==> src/hw/rtl/output_sense_debounce_confirm_unit_macros.svh <==
// Assertion macros for the sense debounce and confirm RTL
`ifndef OUTPUT_SENSE_DEBOUNCE_CONFIRM_UNIT_MACROS_SVH
`define OUTPUT_SENSE_DEBOUNCE_CONFIRM_UNIT_MACROS_SVH

// Same-cycle implication, checked out of reset
`define OSDC_ASSERT_IMP(lbl, ante, cons, msg) \
  lbl: assert property (@(posedge clk) disable iff (!rst_n) (ante) |-> (cons)) else $error(msg);

// Next-cycle implication, checked out of reset
`define OSDC_ASSERT_NXT(lbl, ante, cons, msg) \
  lbl: assert property (@(posedge clk) disable iff (!rst_n) (ante) |=> (cons)) else $error(msg);

`endif

==> src/hw/rtl/osdc_pkg.sv <==
// Package with payload types, the line map and shared constants
`default_nettype none

package osdc_pkg;

  // Largest supported line count, the line index width and the other field widths
  localparam int LINE_MAX = 16;
  localparam int LINE_W   = 4;
  localparam int CHAN_W   = 4;
  localparam int TIME_W   = 32;
  localparam int DEB_W    = 16;
  localparam int PORT_W   = 8;

  localparam logic [DEB_W-1:0] DEBOUNCE_RESET = 16'd50;

  // One input transaction
  typedef struct packed {
    logic [PORT_W-1:0] port_low;
    logic [PORT_W-1:0] port_high;
    logic [TIME_W-1:0] now_ms;
  } in_t;

  // One result transaction
  typedef struct packed {
    logic              is_event;
    logic [LINE_W-1:0] line;
    logic [CHAN_W-1:0] channel;
    logic              dummy;
    logic              settled;
    logic              last;
  } out_t;

  // Classified sample passed from front to back
  typedef struct packed {
    logic [LINE_MAX-1:0] fire;
    logic                settled;
  } job_t;

  // Line map entry: output channel and dummy mark
  typedef struct packed {
    logic [CHAN_W-1:0] chan;
    logic              dummy;
  } map_entry_t;

  localparam map_entry_t LINE_MAP [LINE_MAX] = '{
    '{4'd8, 1'b0}, '{4'd4, 1'b0}, '{4'd8, 1'b1}, '{4'd4, 1'b1},
    '{4'd7, 1'b0}, '{4'd3, 1'b0}, '{4'd7, 1'b1}, '{4'd3, 1'b1},
    '{4'd6, 1'b0}, '{4'd2, 1'b0}, '{4'd6, 1'b1}, '{4'd2, 1'b1},
    '{4'd5, 1'b0}, '{4'd1, 1'b0}, '{4'd5, 1'b1}, '{4'd1, 1'b1}
  };

endpackage

`default_nettype wire

==> src/hw/rtl/osdc_front.sv <==
// Front end: debounce all lines of a sample and classify the rising edges
`default_nettype none

module osdc_front
  import osdc_pkg::*;
#(
  parameter int LINE_COUNT = 16
) (
  input  wire logic             clk,
  input  wire logic             rst_n,
  input  wire logic             cfg_we,
  input  wire logic [DEB_W-1:0] cfg_wdata,
  input  wire logic             accept,
  input  wire in_t              sample,
  output      job_t             job
);

  logic [DEB_W-1:0]      debounce_r;
  logic [LINE_COUNT-1:0] stable_r, stable_nxt;
  logic [LINE_COUNT-1:0] pend_r, pend_nxt;
  logic [LINE_COUNT-1:0] prev_r, prev_nxt;
  logic [LINE_COUNT-1:0] fired_r, fired_nxt;
  logic [LINE_COUNT-1:0] open_win;
  logic [LINE_COUNT-1:0] fire;
  logic [TIME_W-1:0]     time_r [LINE_COUNT];
  logic [2*PORT_W-1:0]   ports;

  assign ports = {sample.port_high, sample.port_low};

  // Per-line debounce and edge classification, all lines side by side
  always_comb begin
    logic             level;
    logic             diff;
    logic             expired;
    logic [TIME_W-1:0] elapsed;
    for (int i = 0; i < LINE_COUNT; i++) begin
      level   = ~ports[i];
      diff    = level != stable_r[i];
      elapsed = sample.now_ms - time_r[i];
      expired = elapsed >= {{(TIME_W-DEB_W){1'b0}}, debounce_r};
      open_win[i]   = diff && !pend_r[i];
      stable_nxt[i] = (diff && pend_r[i] && expired) ? level : stable_r[i];
      pend_nxt[i]   = diff && !(pend_r[i] && expired);
      fire[i]       = stable_nxt[i] && !prev_r[i] && !fired_r[i];
      if (stable_nxt[i] && !prev_r[i]) begin
        fired_nxt[i] = 1'b1;
      end else if (!stable_nxt[i] && prev_r[i]) begin
        fired_nxt[i] = 1'b0;
      end else begin
        fired_nxt[i] = fired_r[i];
      end
      prev_nxt[i] = stable_nxt[i];
    end
  end

  assign job.fire    = LINE_MAX'(fire);
  assign job.settled = ~|pend_nxt;

  // Hold the debounce interval
  always_ff @(posedge clk) begin
    if (!rst_n) begin
      debounce_r <= DEBOUNCE_RESET;
    end else if (cfg_we) begin
      debounce_r <= cfg_wdata;
    end
  end

  // Advance line state on each accepted transaction
  always_ff @(posedge clk) begin
    if (!rst_n) begin
      stable_r <= '0;
      pend_r   <= '0;
      prev_r   <= '0;
      fired_r  <= '0;
    end else if (accept) begin
      stable_r <= stable_nxt;
      pend_r   <= pend_nxt;
      prev_r   <= prev_nxt;
      fired_r  <= fired_nxt;
    end
  end

  // Stamp the window opening time
  always_ff @(posedge clk) begin
    for (int i = 0; i < LINE_COUNT; i++) begin
      if (accept && open_win[i]) begin
        time_r[i] <= sample.now_ms;
      end
    end
  end

endmodule

`default_nettype wire

==> src/hw/rtl/osdc_queue.sv <==
// Two-entry queue of classified samples between front and back
`default_nettype none

module osdc_queue
  import osdc_pkg::*;
(
  input  wire logic clk,
  input  wire logic rst_n,
  input  wire logic push,
  input  wire job_t push_data,
  output      logic full,
  input  wire logic pop,
  output      logic valid,
  output      job_t head
);

  localparam int DEPTH = 2;

  job_t                       mem_r [DEPTH];
  logic [$clog2(DEPTH)-1:0]   wr_ptr_r, rd_ptr_r;
  logic [$clog2(DEPTH+1)-1:0] count_r;
  logic                       do_push, do_pop;

  assign full    = count_r == ($clog2(DEPTH+1))'(DEPTH);
  assign valid   = count_r != '0;
  assign head    = mem_r[rd_ptr_r];
  assign do_push = push && !full;
  assign do_pop  = pop && valid;

  // Store entries
  always_ff @(posedge clk) begin
    if (do_push) begin
      mem_r[wr_ptr_r] <= push_data;
    end
  end

  // Advance pointers and occupancy
  always_ff @(posedge clk) begin
    if (!rst_n) begin
      wr_ptr_r <= '0;
      rd_ptr_r <= '0;
      count_r  <= '0;
    end else begin
      if (do_push) begin
        wr_ptr_r <= wr_ptr_r + 1'b1;
      end
      if (do_pop) begin
        rd_ptr_r <= rd_ptr_r + 1'b1;
      end
      case ({do_push, do_pop})
        2'b10:   count_r <= count_r + 1'b1;
        2'b01:   count_r <= count_r - 1'b1;
        default: count_r <= count_r;
      endcase
    end
  end

endmodule

`default_nettype wire

==> src/hw/rtl/osdc_back.sv <==
// Back end: walk a sample's fire mask and emit events, then the status
`default_nettype none

`include "output_sense_debounce_confirm_unit_macros.svh"

module osdc_back
  import osdc_pkg::*;
(
  input  wire logic clk,
  input  wire logic rst_n,
  input  wire logic q_valid,
  input  wire job_t q_head,
  output      logic q_pop,
  output      logic out_empty,
  input  wire logic out_pop,
  output      out_t out_data
);

  logic                cur_valid_r, cur_valid_nxt;
  logic [LINE_MAX-1:0] cur_mask_r, cur_mask_nxt;
  logic                cur_settled_r, cur_settled_nxt;
  logic                out_valid_r, out_valid_nxt;
  out_t                out_r, out_nxt;
  logic                slot_free, emit, has_ev, finish, load;
  logic [LINE_W-1:0]   idx;

  assign slot_free = !out_valid_r || out_pop;
  assign emit      = cur_valid_r && slot_free;
  assign has_ev    = |cur_mask_r;
  assign finish    = emit && !has_ev;
  assign load      = !cur_valid_r || finish;
  assign q_pop     = load && q_valid;

  // Pick the lowest pending line
  always_comb begin
    idx = '0;
    for (int i = LINE_MAX - 1; i >= 0; i--) begin
      if (cur_mask_r[i]) begin
        idx = LINE_W'(i);
      end
    end
  end

  // Load the next sample or retire one line of the current one
  always_comb begin
    cur_valid_nxt   = cur_valid_r;
    cur_mask_nxt    = cur_mask_r;
    cur_settled_nxt = cur_settled_r;
    if (load) begin
      cur_valid_nxt   = q_valid;
      cur_mask_nxt    = q_head.fire;
      cur_settled_nxt = q_head.settled;
    end else if (emit) begin
      cur_mask_nxt = cur_mask_r & (cur_mask_r - 1'b1);
    end
  end

  // Build the next result transaction
  always_comb begin
    out_valid_nxt = out_valid_r;
    out_nxt       = out_r;
    if (emit) begin
      out_valid_nxt = 1'b1;
      if (has_ev) begin
        out_nxt.is_event = 1'b1;
        out_nxt.line     = idx;
        out_nxt.channel  = LINE_MAP[idx].chan;
        out_nxt.dummy    = LINE_MAP[idx].dummy;
        out_nxt.settled  = 1'b0;
        out_nxt.last     = 1'b0;
      end else begin
        out_nxt.is_event = 1'b0;
        out_nxt.line     = '0;
        out_nxt.channel  = '0;
        out_nxt.dummy    = 1'b0;
        out_nxt.settled  = cur_settled_r;
        out_nxt.last     = 1'b1;
      end
    end else if (out_pop) begin
      out_valid_nxt = 1'b0;
    end
  end

  // Hold control state
  always_ff @(posedge clk) begin
    if (!rst_n) begin
      cur_valid_r <= 1'b0;
      out_valid_r <= 1'b0;
    end else begin
      cur_valid_r <= cur_valid_nxt;
      out_valid_r <= out_valid_nxt;
    end
  end

  // Hold payload
  always_ff @(posedge clk) begin
    cur_mask_r    <= cur_mask_nxt;
    cur_settled_r <= cur_settled_nxt;
    out_r         <= out_nxt;
  end

  assign out_empty = !out_valid_r;
  assign out_data  = out_r;

  `OSDC_ASSERT_IMP(a_event_fields, out_valid_r && out_r.is_event, !out_r.last && !out_r.settled && out_r.channel != '0, "event result carries bad fields")
  `OSDC_ASSERT_IMP(a_status_fields, out_valid_r && !out_r.is_event, out_r.last && out_r.channel == '0 && out_r.line == '0, "status result carries bad fields")
  `OSDC_ASSERT_NXT(a_line_order, out_valid_r && out_pop && out_r.is_event, !out_valid_r || !out_r.is_event || out_r.line > $past(out_r.line), "events out of line order")

endmodule

`default_nettype wire

==> src/hw/rtl/output_sense_debounce_confirm_unit.sv <==
// Top level of the sense line debounce and confirm unit
`default_nettype none

// Takes one sample of the two active-low sense ports plus a millisecond
// timestamp per input transaction, debounces every line against the
// programmed interval and returns one confirm event per newly stable high
// line, in line order, followed by one status result (last = 1). The front
// end debounces all lines of a sample side by side and takes a new
// sample every cycle while its two-entry queue has room; the back end emits
// one result per cycle while its output slot is free, so a sample yields
// 1 + (number of events) results, between 1 and LINE_COUNT + 1. cfg_wdata
// loads the debounce interval in milliseconds (reset value 50) and is to be
// written only while no sample is in flight.
module output_sense_debounce_confirm_unit
  import osdc_pkg::*;
#(
  parameter int LINE_COUNT = 16
) (
  input  wire logic             clk,
  input  wire logic             rst_n,
  input  wire logic             cfg_we,
  input  wire logic [DEB_W-1:0] cfg_wdata,
  input  wire logic             in_push,
  output      logic             in_full,
  input  wire in_t              in_data,
  output      logic             out_empty,
  input  wire logic             out_pop,
  output      out_t             out_data
);

  logic accept;
  job_t job;
  logic q_full, q_valid, q_pop;
  job_t q_head;

  assign in_full = q_full;
  assign accept  = in_push && !q_full;

  osdc_front #(
    .LINE_COUNT (LINE_COUNT)
  ) u_front (
    .clk       (clk),
    .rst_n     (rst_n),
    .cfg_we    (cfg_we),
    .cfg_wdata (cfg_wdata),
    .accept    (accept),
    .sample    (in_data),
    .job       (job)
  );

  osdc_queue u_queue (
    .clk       (clk),
    .rst_n     (rst_n),
    .push      (accept),
    .push_data (job),
    .full      (q_full),
    .pop       (q_pop),
    .valid     (q_valid),
    .head      (q_head)
  );

  osdc_back u_back (
    .clk       (clk),
    .rst_n     (rst_n),
    .q_valid   (q_valid),
    .q_head    (q_head),
    .q_pop     (q_pop),
    .out_empty (out_empty),
    .out_pop   (out_pop),
    .out_data  (out_data)
  );

endmodule

`default_nettype wire

==> config.mk <==
export PLATFORM = sky130hd
export DESIGN_NAME = output_sense_debounce_confirm_unit
export DESIGN_NICKNAME = d
export VERILOG_FILES = /design/src/hw/rtl/osdc_pkg.sv /design/src/hw/rtl/osdc_front.sv /design/src/hw/rtl/osdc_queue.sv /design/src/hw/rtl/osdc_back.sv /design/src/hw/rtl/output_sense_debounce_confirm_unit.sv
export VERILOG_INCLUDE_DIRS = /design/src /design/src/hw/rtl
export SDC_FILE = /design/constraint.sdc
export NUM_CORES = 2
export LEC_CHECK = 0
export BUFFER_PORTS_ARGS = -buffer_cell sky130_fd_sc_hd__buf_2
export CAP_MARGIN = 40
export CORE_ASPECT_RATIO = 1.75
export CORE_UTILIZATION = 45
export CTS_CLUSTER_SIZE = 16
export DETAILED_ROUTE_END_ITERATION = 7
export GPL_ROUTABILITY_DRIVEN = 0
export HOLD_SLACK_MARGIN = 0.03
export SYNTH_ARGS = -nofsm -noshare
export SYNTH_HDL_FRONTEND = slang
export SYNTH_SLANG_ARGS = --single-unit
==> constraint.sdc <==
create_clock -name clk -period 5.65 [get_ports clk]
set_clock_uncertainty 0.05 [all_clocks]
set_input_delay 0.2825 -clock clk [delete_from_list [all_inputs] [get_ports clk]]
set_output_delay 0.2825 -clock clk [all_outputs]
set_load 0.02 [all_outputs]
## Word level (Yosys, flattened, before mapping)

Memories as Yosys holds them, arrays and structs flattened. A register that Yosys moved wholly into a read port is not among the register bits.
Index checks and enable logic that the tools add are counted.

| word-level totals | value |
|---|---|
| register bits after elaboration | 99 |
| latch bits | 0 |
| memory bits (writable) | 546 |
| memory bits (read-only) | 80 |
| bits of input ports | 69 |
| output and inout port bits | 14 |
| word-level logic and storage cells | 493 |
| memories kept | 3 |

| cells by class | value |
|---|---|
| $add $sub $neg | 21 |
| multipliers | 0 |
| div/mod/pow operators | 0 |
| $lt $le $gt $ge | 17 |
| equal/unequal tests | 19 |
| shift operators | 0 |
| multiplexer cells | 108 |
| bitwise operators | 18 |
| reduce and logical (&&, ||, !) cells | 275 |

Memories:

| name | depth | bits a word | rd ports | clocked after Yosys merged registers in | wr ports | RTL line | text |
|---|---|---|---|---|---|---|---|
| u_front.time_r | 16 | 32 | 16 | 0 | 16 | osdc_front.sv:25 | `logic [TIME_W-1:0] time_r [LINE_COUNT];` |
| (name not given) | 16 | 5 | 1 | 0 | 0 | osdc_back.sv:67 | `out_nxt.channel = LINE_MAP[idx].chan;` |
| u_queue.mem_r | 2 | 17 | 1 | 1 | 1 | osdc_queue.sv:19 | `job_t mem_r [DEPTH];` |

Operator list:

| kind | number |
|---|---|
| greater-or-equal comparator 32 x 16 -> 1 bit | 16 |
| subtractor 32 bit | 16 |
| logical AND 1 bit | 150 |
| two-way mux 1 bit | 86 |
| logical NOT 1 bit | 85 |
| two-way mux 4 bit | 16 |
| nonzero test 2 bit | 20 |
| two-way mux 16 bit | 2 |
| AND reduction 2 bit | 16 |
| OR reduction 16 bit | 2 |
| bitwise AND 16 bit | 1 |
| inequality test 1 bit | 16 |
| NOT 1 bit | 16 |
| subtractor 16 x 1 -> 16 bit (second input constant) | 1 |
| two-way mux 12 bit | 1 |
| two-way mux 5 bit | 2 |
| greater-or-equal comparator 5 bit (second input constant) | 1 |
| NOT 4 -> 5 bit | 1 |
| equality test 2 bit (second input constant) | 2 |
| case mux 2 bit (2 select lines) | 1 |
| adder 1 bit (second input constant) | 2 |
| adder 2 x 1 -> 2 bit (second input constant) | 1 |
| equality test 2 x 1 -> 1 bit (second input constant) | 1 |
| logical OR 1 bit | 2 |
| subtractor 2 x 1 -> 2 bit (second input constant) | 1 |

## Depth between registers and ports, before layout

| depth | value |
|---|---|
| depth in word-level cells | 21 |
| gate-level depth with buffers | 29 |
| mapped depth without buffers | 29 |

## Hierarchy

Synthesis repeated with hierarchy kept, for this count alone.

| unflattened totals | value |
|---|---|
| cell total of the unflattened synthesis | 6706 |
| area total of the unflattened synthesis | 58700.0 sq um |

Modules (own cells, without submodules):

| module | times used | cells each | area an instance (sq um) | sequential area each (sq um) |
|---|---|---|---|---|
| osdc_front | 1 | 6502 | 55769.7 | 16656.0 |
| osdc_queue | 1 | 79 | 1461.4 | 1121.1 |
| osdc_back | 1 | 124 | 1455.1 | 850.8 |
| output_sense_debounce_confirm_unit | 1 | 1 | 13.8 | 0.0 |

## Least setup slack after synthesis

Ideal clock, no wire load.

| timing | value |
|---|---|
| path kind | input port to flip-flop |
| start | input in_data[1] in the netlist's numbering |
| end | register u_front.fired_r[8] |
| library setup time | 132 ps |
| data arrival time | 5217 ps |
| required time | 5468 ps |
| setup slack | 250 ps |
| stages | 21 |
| buffers on the path | 0 |
| path through | inv_1 -> fa_1 -> nor2b_1 -> o31a_1 -> o2111ai_1 -> and2_1 -> nand2_1 -> a31oi_1 -> xnor2_1 -> ha_1 -> o21ai_0 -> o22ai_1 -> or4_1 -> nor4_1 -> nand4_1 -> or4b_1 -> o31ai_1 -> o21ai_0 -> ha_1 -> o21ai_0 -> a21oi_1 |

| between the ends | value |
|---|---|
| longest elaborated chain between the ends | 8 |
| elaborated cells between the ends (all ways) | 10 |
| classes of those cells | add/sub (1); order compare (1); mux (2); reduce/logical (6) |

RTL lines:

| element | RTL line | text |
|---|---|---|
| from (decl) | output_sense_debounce_confirm_unit.sv:25 | `input wire in_t in_data,` |
| subtractor 32 bit (*) | osdc_front.sv:39 | `elapsed = sample.now_ms - time_r[i];` |
| greater-or-equal comparator 32 x 16 -> 1 bit (*) | osdc_front.sv:40 | `expired = elapsed >= {{(TIME_W-DEB_W){1'b0}}, debounce_r};` |
| logical AND 1 bit (*) | osdc_front.sv:42 | `stable_nxt[i] = (diff && pend_r[i] && expired) ? level : stable_r[i];` |
| two-way mux 1 bit (*) | osdc_front.sv:42 |  |
| named net u_front.prev_nxt[8] | osdc_front.sv:21 | `logic [LINE_COUNT-1:0] prev_r, prev_nxt;` |
| logical NOT 1 bit | osdc_front.sv:47 | `end else if (!stable_nxt[i] && prev_r[i]) begin` |
| logical AND 1 bit | osdc_front.sv:47 |  |
| nonzero test 2 bit (no line) | -- |  |
| AND reduction 2 bit (no line) | -- |  |
| to (signal assigned) | osdc_front.sv:79 | `fired_r <= fired_nxt;` |
| to (decl) | osdc_front.sv:22 | `logic [LINE_COUNT-1:0] fired_r, fired_nxt;` |

The timed path passes the listed nets; every way through them passes the cells marked *.
A chain may end at the register's enable or synchronous reset.

## Final worst setup path

| timing | value |
|---|---|
| start | input in_data[2] in the netlist's numbering |
| end | register u_front.fired_r[8] |

Same word-level chain as after synthesis.

==> results.cfg <==
[placed_design]
dp_hpwl_um = 151000
placement.io_buffers = 82
place_area_um2 = 61900
dp_cells = 8375

[final_layout]
finalNonFillerCells = 8572
fin_nets = 7710
syn2layout_area_growth_pct = 14.3
fin_area_um2 = 65300
drive_gt1_share_pct = 9.82

[grt]
grt_max_degree = 40
grt_antenna_before_repair = 14
grt_overflow = 0
track_usage_pct = 30.1
grt_pass1_vias = 51100
grt_pass1_wl_um = 296000

[drt]
drt_pass1_iterations = 6
vias_per_cell = 6.06
drc = 0
postRouteAntennaNets = 0
num_vias = 52000
wl_per_cell_um = 22.9
drt_iter0_drc = 3539
wirelength_um = 197000

[clock_network]
clkTransAtPathRegs_ns = 0.06
cts_buffers = 72
cts_tree = built
clock_path_buffers = 3
clock-sinks = 644
insertion_delay_ns = 0.69
ctsHtreeMaxLevel = 3
cts-root-buf = clkbuf_16

[synthesis]
yosysWarnings = 0
syn_avg_cell_area_um2 = 8.81
synth.area.top_cells = edfxtp_1, ha_1, a21oi_1
synth_edf_count = 573
synthCells = 6483
syn_nets = 7338
ys_ff_latch = 644
syn_area_um2 = 57100
seq_area_frac_synth_pct = 32.6
synth_flop_cell = edfxtp_1
netlist.area_leader.share_pct = 30.1
synth.largest_area_cell = edfxtp_1
ys_async_sr_fraction_pct = 0
synth_cell_types = 88

[hold_path]
hold_class = in2reg
hold_start = in_data[28]

[critical_path]
worstPathArrival_ns = 5.99
cp-end-kind = flop
start_kind = input pin
worstPathRequired_ns = 6.21
crit_path_start = in_data[2]
timing.rr.start = u_front.time_r[1][1]
critPathKind = in2reg
slowest_delay_ns = 0.54
slowest_stage = or4_1
path_max_fanout = 9

[power]
powerDensity_nw_per_um2 = 293
cellLeakagePower_nw = 27.9
ir_drop_uv = 280

[die]
num_rows = 172
dieHeight_um = 473
ios = 83
initial_core_util_pct = 45.4
dieArea_um2 = 128000
die_w_um = 271
core_um2 = 126000

[sta]
hold_violations = 0
finalSetupViolCount = 0
maxSlewHeadroom_pct = 34.7
period_share_pct = 96.1
finalCriticalPeriod_ns = 5.43
tns_ns = 0
max_freq_mhz = 184
slew_violations = 0
worstMarginPinSlew_ns = 0.976

[outcome]
outcome = finished clean

[flow_run]
max-cap-violations = 0
-- per-stage QoR --
step,total power [mW],hold WS (ns),setup slack [ns],utilization (%)
after floorplan,11.6,0.328,0.250,-
after global placement,13.9,0.395,-0.260,49.2
after detailed placement,14.0,0.407,-0.268,49.3
after CTS,19.1,0.0504,0.0299,51.6
after global routing,20.2,0.0732,-0.0708,51.9
final,19.1,0.0964,0.222,51.9
-- per-layer routing --
metal	wire [um]	GRT usage (%)	share of wire [%]	vias up
li1	-	-	-	24700
met1	74800	33.8	38	24800
met2	93700	51.7	48	1774
met3	11400	4.05	5.8	631
met4	16700	23.1	8.5	4
met5	23	0	0.012	-
-- where the power goes --
part / total, mW / internal (mW) / leakage (nW) / switching, mW
clock network: 4.95 / 2.78 / 1.15 / 2.17
registers: 6.12 / 5.89 / 5.95 / 0.233
logic: 8.07 / 3.18 / 20.8 / 4.89
-- registers in the layout (all words and copies together) (netlist names), named ones only --
name,cells
u_back.cur_valid_r,1
u_front.pend_r,16
u_front.stable_r,16
u_back.cur_mask_r,16
u_front.fired_r,16
u_front.debounce_r,16
u_queue.rd_ptr_r,1
u_queue.mem_r,34
u_back.out_data,10
u_back.out_valid_r,1
u_queue.count_r,2
u_queue.wr_ptr_r,1
u_back.cur_settled_r,1
u_front.time_r,512
-- cell usage after synthesis (87+ instances only) --
cell,instances
a21o_1,198
a21oi_1,640
clkbuf_1,176
edfxtp_1,573
ha_1,770
inv_1,641
nand2_1,486
nand3_1,145
nand4_1,156
nor2_1,450
nor2b_1,87
nor3_1,105
o21a_1,105
o21ai_0,398
xnor2_1,242
xor2_1,128
-- placed cells by master (no fill, tap or decap), drive strengths merged, types with 77 or more instances in the layout --
cell and instances:
a21o 198, o21a 105, xnor2 242, a21oi 641, nand3 145, o21ai 413
o211ai 79, buf 434, nor2b 87, nand2b 86, inv 641, edfxtp 573
nor3 105, ha 770, a211oi 77, nor2 450, clkbuf 99, nand4 157
xor2 128, nand2 486
-- cells by family (layout without fill, tap and decap cells) --
group,Yosys count,after routing,synth area share [%]
AOI/OAI and AO/OA,2004,2004,22.4
and+or+nand+nor,1773,1773,15.1
buffers and inverters,834,1264,5.53
adders and majority gates,786,786,17.4
DFF,644,644,32.6
xor gates and xnor gates,370,370,5.68
muxes,72,72,1.28
other,0,6,0
-- area by class of cell --
type	count	area [um^2]
fillers	11900	60400
multi-input cells	5005	35700
flip-flops and latches	644	18600
repair buffers	490	4030
inverters	642	2410
well taps	1653	2070
clock buffers	96	1990
clock inverters	36	398
diodes	6	15.0
-- path summary, 6_finish.rpt --
check,endpoint,slack (ns),depth (start not counted)
max reg2reg,u_front.fired_r[8],0.24,27
min,u_front.time_r[0][156],0.1,2
min reg2reg,u_front.pend_r[3],0.42,2
max,u_front.fired_r[8],0.22,30
-- worst max-delay path: cells and delay by family --
kind            cells  cell delay (ns)
xor+xnor            1             0.15
compound gates     10             1.44
simple gates       11             2.10
buf+inv             5             1.21
fa+ha+maj           3             0.77
-- timing repair --
item | CTS | global route
setup endpoints to repair | 0 | 32
setup buffers | 0 | 6
hold buffers | 53 | 0
hold endpoints to repair | 75 | 0
gates resized for setup | 0 | 93
(Power assumes the default switching activity.)
